===== src/design/mre_pkg.sv =====
// Shared types and constants for the multimodal rotary embedding unit.
// No dependencies; every other design file imports this package.
package mre_pkg;

	localparam int unsigned DATA_W  = 16;
	localparam int unsigned POS_W   = 8;
	localparam int unsigned LANE_W  = 6;
	localparam int unsigned CFG_W   = 7;
	localparam int unsigned ENTRY_W = 2 * DATA_W;

	typedef logic [2:0] cfg_idx_t;

	localparam cfg_idx_t CFG_T_SPAN      = 3'd0;
	localparam cfg_idx_t CFG_H_SPAN      = 3'd1;
	localparam cfg_idx_t CFG_W_SPAN      = 3'd2;
	localparam cfg_idx_t CFG_INTERLEAVED = 3'd3;
	localparam cfg_idx_t CFG_HALF_DIM    = 3'd4;

	localparam logic FUNC_WRITE  = 1'b0;
	localparam logic FUNC_ROTATE = 1'b1;

	typedef struct packed {
		logic                     func;
		logic [POS_W-1:0]         entry_pos;
		logic [POS_W-1:0]         t_pos;
		logic [POS_W-1:0]         h_pos;
		logic [POS_W-1:0]         w_pos;
		logic [LANE_W-1:0]        lane;
		logic signed [DATA_W-1:0] x_in;
		logic signed [DATA_W-1:0] y_in;
		logic signed [DATA_W-1:0] cos_value;
		logic signed [DATA_W-1:0] sin_value;
	} req_t;

	typedef struct packed {
		logic signed [DATA_W-1:0] x_out;
		logic signed [DATA_W-1:0] y_out;
		logic                     lane_outside;
		logic                     saturated;
	} rsp_t;

	typedef struct packed {
		logic [CFG_W-1:0] t_span;
		logic [CFG_W-1:0] h_span;
		logic [CFG_W-1:0] w_span;
		logic             interleaved;
		logic [CFG_W-1:0] half_dim;
	} cfg_t;

	// What kind of item travels down the pipeline.
	typedef struct packed {
		logic write;
		logic outside;
	} kind_t;

endpackage


===== src/design/mre_addr.sv =====
// Position selection and table address generation for one item.
// Depends on mre_pkg.
module mre_addr import mre_pkg::*; #(
	parameter int unsigned MAX_POSITIONS = 256,
	parameter int unsigned MAX_HALF_DIM  = 64,
	localparam int unsigned ROW_W  = (MAX_POSITIONS > 1) ? $clog2(MAX_POSITIONS) : 1,
	localparam int unsigned COL_W  = (MAX_HALF_DIM > 1) ? $clog2(MAX_HALF_DIM) : 1,
	localparam int unsigned ADDR_W = ROW_W + COL_W
) (
	input  req_t                     req,
	input  cfg_t                     cfg,
	output logic [ADDR_W-1:0]        addr,
	output logic                     outside
);

	localparam int unsigned N_POS  = 2 ** POS_W;
	localparam int unsigned N_LANE = 2 ** LANE_W;

	logic [ROW_W-1:0] pos_wrap  [N_POS];
	logic [COL_W-1:0] lane_wrap [N_LANE];

	// Constant wrap tables for position and lane indices.
	for (genvar g = 0; g < N_POS; g++) begin : g_pos_wrap
		localparam int unsigned R = g % MAX_POSITIONS;
		assign pos_wrap[g] = ROW_W'(R);
	end

	for (genvar g = 0; g < N_LANE; g++) begin : g_lane_wrap
		localparam int unsigned R = g % MAX_HALF_DIM;
		assign lane_wrap[g] = COL_W'(R);
	end

	logic [11:0]       lane_prod;
	logic [4:0]        lane_q;
	logic [7:0]        lane_r;
	logic [1:0]        lane_mod3;
	logic [8:0]        h_limit;
	logic [8:0]        w_limit;
	logic [7:0]        h_end;
	logic [7:0]        lane8;
	logic              h_sel;
	logic              w_sel;
	logic [POS_W-1:0]  pos;

	always_comb begin
		// lane / 3 by reciprocal: exact for six-bit lanes
		lane_prod = 12'(req.lane) * 12'd43;
		lane_q    = lane_prod[11:7];
		lane_r    = {2'b00, req.lane} - ({3'b000, lane_q} + {2'b00, lane_q, 1'b0});
		lane_mod3 = lane_r[1:0];

		h_limit = {2'b00, cfg.h_span} + {1'b0, cfg.h_span, 1'b0};
		w_limit = {2'b00, cfg.w_span} + {1'b0, cfg.w_span, 1'b0};
		h_end   = {1'b0, cfg.t_span} + {1'b0, cfg.h_span};
		lane8   = {2'b00, req.lane};
		outside = ({1'b0, req.lane} >= cfg.half_dim);

		if (cfg.interleaved) begin
			h_sel = (lane_mod3 == 2'd1) && ({3'b000, req.lane} < h_limit);
			w_sel = (lane_mod3 == 2'd2) && ({3'b000, req.lane} < w_limit);
		end else begin
			h_sel = ({1'b0, cfg.t_span} <= lane8) && (lane8 < h_end);
			w_sel = (h_end <= lane8) && !outside;
		end

		if (req.func == FUNC_WRITE) begin
			pos = req.entry_pos;
		end else if (h_sel) begin
			pos = req.h_pos;
		end else if (w_sel) begin
			pos = req.w_pos;
		end else begin
			pos = req.t_pos;
		end

		addr = {pos_wrap[pos], lane_wrap[req.lane]};
	end

endmodule


===== config.mk =====
export PLATFORM = sky130hd
export DESIGN_NAME = mre_addr
export DESIGN_NICKNAME = d
export VERILOG_FILES = /design/src/design/mre_pkg.sv /design/src/design/mre_addr.sv
export SDC_FILE = /design/constraint.sdc
export NUM_CORES = 1
export LEC_CHECK = 0
export BUFFER_PORTS_ARGS = -buffer_cell sky130_fd_sc_hd__clkbuf_2
export CORE_AREA = 5 5 88 90
export DETAILED_ROUTE_END_ITERATION = 8
export DIE_AREA = 0 0 93 95
export PLACE_DENSITY = 0.79
export SLEW_MARGIN = 10
export SYNTH_ARGS = -nofsm -noshare
export SYNTH_HDL_FRONTEND = slang
export SYNTH_SLANG_ARGS = --single-unit

===== constraint.sdc =====
create_clock -name vclk -period 5.4
set_clock_uncertainty 0.1 [all_clocks]
set_input_delay 0 -clock vclk [all_inputs]
set_output_delay 0 -clock vclk [all_outputs]
set_load 0.01 [all_outputs]

==> flow_summary.toml <==
[final_layout]
seq_area_um2 = 0
drive_gt1_frac = 0.2898
fin_nets = 562
area_delta_synth_final_pct = 19.45
multi_input_comb_area_mm2 = 0.002106
fin_util = 0.3984
stdcell_count = 434
n_fill_cell = 703
nClkBuffers = 0
antenna_cells = 0
nFlopsAndLatches = 0

[grt]
grt_usage = 0.1301
use_met2 = 0.2478
top_usage_layer = "met2"
antenna_found_initial = 0
grtUsageMet1 = 0.1670
grt_pass1_wl_mm = 9.825
grtUsageMet3 = 0.006375
grt_pass1_vias = 2286
grt_max_degree = 18
gr-total-overflow = 0

[logic_synthesis]
synth_top_area_cell = "ha_1"
syn-instance-count = 277
synth_area_leaders = "ha_1 (37%), inv_1 (6.1%), fa_1 (6.0%)"
synth_area_mm2 = 0.002328
ys_seq_area_frac = 0
synth_common_cells = "ha_1 (69), inv_1 (38), a21oi_1 (16)"
syn_nets = 485
synth_most_common_cell = "ha_1"
synthAdderAreaFrac = 0.4310
ys_types = 50
synth_top_area_frac = 0.3708
synth_xor_area_frac = 0.06018
syn_avg_cell_area_um2 = 8.406
synthSimpleGateAreaFrac = 0.09833
synth_top_family_by_area = "adder cells"
yosys_warnings = 0
synth-compound-area-share = 0.2762
synthMuxAreaShare = 0.03869

[timing]
maxSlewViolCount = 0
period_share = 0.8796
max_clock_freq_ghz = 0.2105
maxSlewHeadroom = 0.6651
rsz0062_at_grt = "no"
tns_ps = 0
post-route-worst-setup-slack_ps = 650.1
hold_viol = 0
finalCriticalPeriod_ps = 4750
worst_pin_slew_ps = 502.4
setup_viol_count_final = 0

[critical_path]
cp-start-kind = "input port"
cp-end-kind = "primary output"
critPathBufInv = 5
startpoint = "req[67]"
worstPathRequired_ps = 5300
critPathTopFamily = "adder cells"
critical_path_class = "input port to primary output"
arrival_ps = 4650
worstPathMaxFanout = 9
critPathMaxStageDelay_ps = 550
crit_chain = "clkbuf_2 > ha_1 > inv_1 > fa_1 > fa_1 > inv_1 > ha_1 > o21a_1 > a21oi_1 > xnor2_1 > ha_1 > inv_1 > ha_1 > nor2_1 > xnor2_1 > xnor2_1 > xnor2_1 > o32ai_4 > or2_1 > o21ai_2 > clkbuf_2"
slowest_stage = "fa_1"

[floorplan]
rows = 31
core_area_mm2 = 0.006982
io_pins = 147
die_area_mm2 = 0.008835
die_w_um = 93
start_util = 0.3335
die_y_um = 95

[hold_path]
hp-class = "input port to primary output"
min_from = "req[64]"

[route]
drcViolationCount = 0
vias = 2286
wl_per_cell_um = 13.91
wl_mm = 6.039
dr.pass1.iters = 4
drt_iter0_drc = 60
drt-vias-per-instance = 5.267
antenna_left = 0

[placed_design]
dp_slack_ps = 593.4
dp_hpwl_mm = 5.402
portBuffers = 83
dp_cells = 434
globalplace.congestion = 0.8295

[clock_network]
cts_hold_buf = 0
cts_setup_buffers = 0
cts_resized = 0

[power]
power_mw = 0.5068
p_leak_nw = 1.538
peakVddDrop_mv = 0.08937
p_per_area_mw_per_mm2 = 182.2

[flow_run]
max_cap_viol_count = 0

[outcome]
status = "finished, final reports clean"
[logic make-up after synthesis]
family,count (synthesis)
compound gates,87
fa+ha+maj,76
buf+inv,49
simple gates,40
xor+xnor,16
mux,9
[cell type report]
class | instances | area share
Multi-Input combinational cell | 228 | 0.7571
Timing Repair Buffer | 84 | 0.1520
Inverter | 40 | 0.05398
Tap cell | 82 | 0.03689
[final timing paths]
| path | cells past startpoint | end | slack (ps) |
|---|---|---|---|
| worst max-delay path | 21 | addr[6] | 650 |
| worst min-delay path | 2 | addr[0] | 220 |
[report_power, final]
part / switching (mW) / internal, mW / total [mW] / leakage (nW)
Clock: 0 / 0 / 0 / 0
Combinational: 0.271 / 0.236 / 0.507 / 1.54
Sequential: 0 / 0 / 0 / 0
Total: 0.271 / 0.236 / 0.507 / 1.54
[stage by stage]
step | hold slack (ps) | area [um2]
floorplan | -8.235 | 2328
global placement | 221.5 | 2781
detailed placement | 220.0 | 2781
CTS | 222.2 | 2781
global route | 238.0 | 2781
finish | 216.7 | 2781
[per-layer routing]
metal | vias up | wire, um
met3 | 4 | 216
met4 | 0 | 44
li1 | 1164 | -
met2 | 51 | 3113
met5 | - | 0
met1 | 1067 | 2664
[cells in the final DEF, fill, tap and decap left out, drive strengths merged, types with 2 or more instances in the layout]
| cell type | Yosys | routed |
|---|---|---|
| mux2i | 9 | 9 |
| nor2b | 12 | 12 |
| nand4 | 3 | 3 |
| a211oi | 6 | 6 |
| o22ai | 2 | 2 |
| xor2 | 6 | 6 |
| o21ai | 15 | 15 |
| fa | 7 | 7 |
| a21oi | 17 | 17 |
| nor2 | 6 | 6 |
| o2111ai | 2 | 2 |
| a21o | 10 | 10 |
| xnor2 | 10 | 10 |
| o21bai | 2 | 2 |
| a31oi | 11 | 11 |
| nand3 | 3 | 3 |
| nand2b | 4 | 4 |
| o21a | 7 | 7 |
| or2 | 2 | 2 |
| nand2 | 5 | 5 |
| inv | 39 | 39 |
| ha | 69 | 69 |
| a211o | 6 | 6 |
| clkbuf | 0 | 83 |
No activity file was read; power rests on OpenSTA's default activity.
