## config.mk

```make
export PLATFORM = sky130hd
export DESIGN_NAME = mre_rotate
export DESIGN_NICKNAME = d
export VERILOG_FILES = /design/src/design/mre_pkg.sv /design/src/design/mre_rotate.sv
export SDC_FILE = /design/constraint.sdc
export NUM_CORES = 2
export LEC_CHECK = 0
export ABC_AREA = 0
export BUFFER_PORTS_ARGS = -buffer_cell sky130_fd_sc_hd__buf_2
export CAP_MARGIN = 20
export CORE_ASPECT_RATIO = 1.1
export CORE_MARGIN = 3
export CORE_UTILIZATION = 35
export DETAILED_ROUTE_END_ITERATION = 6
export PLACE_DENSITY = 0.59
export SETUP_SLACK_MARGIN = 0.02
export SYNTH_ARGS = -nofsm -noshare
export SYNTH_HDL_FRONTEND = slang
export SYNTH_SLANG_ARGS = --single-unit
```

## constraint.sdc

```tcl
create_clock -name clk -period 7 [get_ports clk]
set_clock_uncertainty 0.15 [all_clocks]
set_input_delay 0.35 -clock clk [delete_from_list [all_inputs] [get_ports clk]]
set_output_delay 0.35 -clock clk [all_outputs]
set_load 0.05 [all_outputs]
```

## src/design/mre_pkg.sv

```systemverilog
// Shared types and constants for the multimodal rotary embedding unit.
// No dependencies; every other design file imports this package.
package mre_pkg;

	localparam int unsigned DATA_W  = 16;
	localparam int unsigned POS_W   = 8;
	localparam int unsigned LANE_W  = 6;
	localparam int unsigned CFG_W   = 7;
	localparam int unsigned ENTRY_W = 2 * DATA_W;

	typedef logic [2:0] cfg_idx_t;

	localparam cfg_idx_t CFG_T_SPAN      = 3'd0;
	localparam cfg_idx_t CFG_H_SPAN      = 3'd1;
	localparam cfg_idx_t CFG_W_SPAN      = 3'd2;
	localparam cfg_idx_t CFG_INTERLEAVED = 3'd3;
	localparam cfg_idx_t CFG_HALF_DIM    = 3'd4;

	localparam logic FUNC_WRITE  = 1'b0;
	localparam logic FUNC_ROTATE = 1'b1;

	typedef struct packed {
		logic                     func;
		logic [POS_W-1:0]         entry_pos;
		logic [POS_W-1:0]         t_pos;
		logic [POS_W-1:0]         h_pos;
		logic [POS_W-1:0]         w_pos;
		logic [LANE_W-1:0]        lane;
		logic signed [DATA_W-1:0] x_in;
		logic signed [DATA_W-1:0] y_in;
		logic signed [DATA_W-1:0] cos_value;
		logic signed [DATA_W-1:0] sin_value;
	} req_t;

	typedef struct packed {
		logic signed [DATA_W-1:0] x_out;
		logic signed [DATA_W-1:0] y_out;
		logic                     lane_outside;
		logic                     saturated;
	} rsp_t;

	typedef struct packed {
		logic [CFG_W-1:0] t_span;
		logic [CFG_W-1:0] h_span;
		logic [CFG_W-1:0] w_span;
		logic             interleaved;
		logic [CFG_W-1:0] half_dim;
	} cfg_t;

	// What kind of item travels down the pipeline.
	typedef struct packed {
		logic write;
		logic outside;
	} kind_t;

endpackage

```

## src/design/mre_rotate.sv

```systemverilog
// Rotation datapath: product stage, then round/saturate into the output register.
// Depends on mre_pkg.
module mre_rotate import mre_pkg::*; (
	input  logic                     clk,
	input  logic                     en_s2,
	input  logic                     en_s3,
	input  kind_t                    kind_s1,
	input  logic signed [DATA_W-1:0] x_s1,
	input  logic signed [DATA_W-1:0] y_s1,
	input  logic [ENTRY_W-1:0]       entry_s1,
	output rsp_t                     rsp_s3
);

	localparam int unsigned PROD_W = 2 * DATA_W;
	localparam int unsigned ACC_W  = PROD_W + 1;
	localparam int unsigned FRAC   = 14;
	localparam int unsigned RES_W  = ACC_W - FRAC;

	logic signed [DATA_W-1:0] cos_s1;
	logic signed [DATA_W-1:0] sin_s1;

	kind_t                    kind_s2;
	logic signed [DATA_W-1:0] x_s2;
	logic signed [DATA_W-1:0] y_s2;
	logic signed [PROD_W-1:0] xc_s2;
	logic signed [PROD_W-1:0] ys_s2;
	logic signed [PROD_W-1:0] yc_s2;
	logic signed [PROD_W-1:0] xs_s2;

	logic signed [ACC_W-1:0]  x_acc;
	logic signed [ACC_W-1:0]  y_acc;
	logic signed [RES_W-1:0]  x_rnd;
	logic signed [RES_W-1:0]  y_rnd;
	logic [DATA_W:0]          x_sat;
	logic [DATA_W:0]          y_sat;
	rsp_t                     rsp_d;

	// Saturate to 16 bits; top bit of the result flags a clip.
	function automatic logic [DATA_W:0] sat16(input logic signed [RES_W-1:0] v);
		logic [DATA_W:0] r;
		if (v > RES_W'(32767)) begin
			r = {1'b1, 16'h7FFF};
		end else if (v < -RES_W'(32768)) begin
			r = {1'b1, 16'h8000};
		end else begin
			r = {1'b0, v[DATA_W-1:0]};
		end
		return r;
	endfunction

	assign cos_s1 = $signed(entry_s1[DATA_W-1:0]);
	assign sin_s1 = $signed(entry_s1[ENTRY_W-1:DATA_W]);

	always_ff @(posedge clk) begin
		if (en_s2) begin
			kind_s2 <= kind_s1;
			x_s2    <= x_s1;
			y_s2    <= y_s1;
			xc_s2   <= x_s1 * cos_s1;
			ys_s2   <= y_s1 * sin_s1;
			yc_s2   <= y_s1 * cos_s1;
			xs_s2   <= x_s1 * sin_s1;
		end
	end

	always_comb begin
		x_acc = ACC_W'(xc_s2) - ACC_W'(ys_s2) + ACC_W'(8192);
		y_acc = ACC_W'(yc_s2) + ACC_W'(xs_s2) + ACC_W'(8192);
		x_rnd = x_acc[ACC_W-1:FRAC];
		y_rnd = y_acc[ACC_W-1:FRAC];
		x_sat = sat16(x_rnd);
		y_sat = sat16(y_rnd);

		if (kind_s2.write) begin
			rsp_d = '0;
		end else if (kind_s2.outside) begin
			rsp_d.x_out        = x_s2;
			rsp_d.y_out        = y_s2;
			rsp_d.lane_outside = 1'b1;
			rsp_d.saturated    = 1'b0;
		end else begin
			rsp_d.x_out        = x_sat[DATA_W-1:0];
			rsp_d.y_out        = y_sat[DATA_W-1:0];
			rsp_d.lane_outside = 1'b0;
			rsp_d.saturated    = x_sat[DATA_W] | y_sat[DATA_W];
		end
	end

	always_ff @(posedge clk) begin
		if (en_s3) begin
			rsp_s3 <= rsp_d;
		end
	end

endmodule

```

==> impl_metrics.yaml <==
setup_path:
  r2r_start: "ys_s2[24]$_DFFE_PP_"
  critPathLaunch: "entry_s1[18]"
  crit_type: "in2reg"
  cp-end-kind: "flop"
  rr_worst_depth: 10
  crit_path_max_fanout: 19
  startpoint_type: "input port"
  cp.required_ps: 7150
  critPathCapture: "xs_s2[30]$_DFFE_PP_"
  timing.rr.end: "rsp_s3[25]$_SDFFCE_PP0P_"
  critPathArrivalTime_ps: 6630
  reg2reg_slack_ps: 2390
place:
  place_congestion: 0.880
  dpl.hpwl_microns: 102000
  io_buffers: 102
  dp.cells: 7015
synthesis:
  synth-edff-count: 196
  yosysTopAreaCell: "fa_1"
  ys_seq_area_share_pct: 11.8
  syn_nets: 6713
  syn_inst: 5146
  synthTopCellsByArea: "fa_1 (42%), edfxtp_1 (12%), ha_1 (11%)"
  ys_async_sr_fraction_pct: 0
  ys.warnings.count: 0
  ys_top_cells_by_count: "inv_1 (1195), fa_1 (1048), nand2_1 (543), and2_1 (508), ha_1 (450)"
  ys_types: 88
  yosys.area_share.xor_xnor_pct: 2.87
  synth.most_common_cell: "inv_1"
  syn_area_sq_um: 49700
  synth_compound_area_share_pct: 6.99
  yosys_register_bits: 196
  syn_avg_cell_area_sq_um: 9.67
  synthSimpleGateAreaFrac_pct: 13.9
  synth_top_area_share_pct: 42.2
  synthMuxAreaShare_pct: 0.128
  synthAdderAreaFrac_pct: 53.5
  ys.flop_type: "edfxtp_1"
  synth_top_family_by_area: "adder cells"
drt:
  wl_per_cell_microns: 17.6
  via_per_inst: 4.90
  routed_wl_microns: 124000
  first_pass_iters: 5
  drt-initial-drc-count: 2059
  drc: 0
  final_antenna_net_count: 0
  vias: 34600
floorplan:
  io_pins: 103
  initial_core_util_pct: 35.4
  core_area_sq_um: 141000
  die_area_sq_um: 147000
  die_width_microns: 365
  fp.dieH_microns: 401
  rows: 144
sta:
  fin_crit_sh_pct: 92.5
  fmaxAchievable_mhz: 154
  hold_viol: 0
  fin_tns_setup_ps: 0
  grt_setup_unrepaired: "no"
  maxSlewViolCount: 0
  fin_crit_ps: 6480
  finalSetupViolCount: 0
  slew_headroom_pct: 30.0
  tightestPinTransition_ps: 1050
job:
  max_cap_violations: 0
clock_tree:
  h-tree-depth: 4
  cts_buffers: 17
  cts.sinks: 196
  cts_tree: "built"
  clkTransAtPathRegs_ps: 90
  clock_latency_ps: 550
  clockBufferDepth: 2
  cts_root_buffer: "clkbuf_16"
worst_hold_path:
  hp-class: "in2reg"
grt:
  grt_antenna_before_repair: 16
  grt_usage_pct: 17.8
  grt_max_degree: 127
  overflow: 0
  grt_pass1_vias: 36800
  grt_pass1_wl_microns: 202000
cells_and_area:
  stdcell_count: 7058
  nNetsFinal: 6779
  layout-drive-gt1-share_pct: 6.64
  final_util_pct: 38.2
  syn_to_final_growth_pct: 8.03
outcome:
  status: "finished, final reports clean"
metrics by stage:
step / cell area [sq um] / setup slack, ps / hold slack [ps]
after global placement: 53100 / 110 / 374
after floorplan: 49700 / 712 / 299
after CTS: 53700 / 630 / 20.9
after global routing: 53700 / 137 / 37.0
final: 53700 / 525 / 45.1
after detailed placement: 53100 / 23.7 / 381
per-layer routing:
| metal | global-route usage (%) | vias up | part of all wire (%) |
|---|---|---|---|
| met5 | 0 | - | 0.037 |
| met4 | 7.76 | 8 | 4.5 |
| met3 | 2.36 | 158 | 4.4 |
| met2 | 29.4 | 730 | 49 |
| met1 | 23.3 | 17900 | 42 |
| li1 | - | 15800 | - |
area by class of cell:
type                    count  area, sq um
well taps                1825         2280
diodes                      9         22.5
inverters                1196         4490
clock inverters            14          126
flip-flops and latches    196         5890
clock buffers              17          425
fillers                 14000        86800
multi-input cells        3532        38500
repair buffers            269         1990
worst min-delay path by stage:
stage | start | endpoint | depth (start not counted)
3_3_place_gp | x_s2[14]$_DFFE_PP_ | rsp_s3[32]$_SDFFCE_PP0P_ | 1
5_1_grt | en_s3 | rsp_s3[20]$_SDFFCE_PP0P_ | 1
6_report | en_s3 | rsp_s3[25]$_SDFFCE_PP0P_ | 1
3_5_place_dp | x_s2[14]$_DFFE_PP_ | rsp_s3[32]$_SDFFCE_PP0P_ | 1
2_1_floorplan | kind_s1[0] | kind_s2[0]$_DFFE_PP_ | 0
4_1_cts | y_s1[8] | y_s2[8]$_DFFE_PP_ | 1
state kept, by name (all words and copies together) (netlist names):
name     cells
rsp_s3      34
xc_s2       32
xs_s2       32
yc_s2       32
ys_s2       32
x_s2        16
y_s2        16
kind_s2      2
cell usage in the layout, fill, tap and decap left out, types with 14 or more instances in the layout:
master and count:
buf_2 101, o21ai_0 55, nand3_1 36, xor2_1 49, a21oi_1 119, buf_12 17
fa_1 1048, nor2b_1 14, o21bai_1 19, clkbuf_16 17, nor2_1 131, and3_1 15
nand4_1 20, and2_1 508, ha_1 450, a21o_1 84, nand2b_1 29, edfxtp_1 196
xnor2_1 112, o21a_1 16, inv_1 1195, buf_4 148, a211oi_1 14, a31oi_1 14
o31ai_1 14, nor3_1 36, nand2_1 543
critical path, cell delays in order:
cell and delay, ps:
buf_2 280, buf_4 310, nand2_1 120, fa_1 520, fa_1 540, fa_1 520
inv_1 50, fa_1 480, fa_1 490, inv_1 50, fa_1 480, inv_1 40
ha_1 330, a21o_1 170, a21oi_1 300, o21ai_0 150, a21oi_1 180, a31oi_1 120
a21oi_1 410, a41oi_1 250, o41ai_1 360, xnor2_1 100
logic make-up (layout without fill, tap and decap cells):
logic type / Yosys count / after routing
buf+inv: 1418 / 1496
mux: 6 / 6
compound gates: 481 / 481
flops: 196 / 196
xor+xnor: 162 / 162
simple gates: 1385 / 1385
fa+ha+maj: 1498 / 1498
other cells: 0 / 9
repair_timing:
| action | 4_1_cts | 5_1_grt |
|---|---|---|
| gates resized for setup | 0 | 0 |
| hold endpoints to repair | 2 | 0 |
| setup buffers | 0 | 0 |
| hold buffers | 2 | 0 |
Power is not shown: default switching activity piles up to over one toggle a cycle in this logic, so the estimate is an artifact.
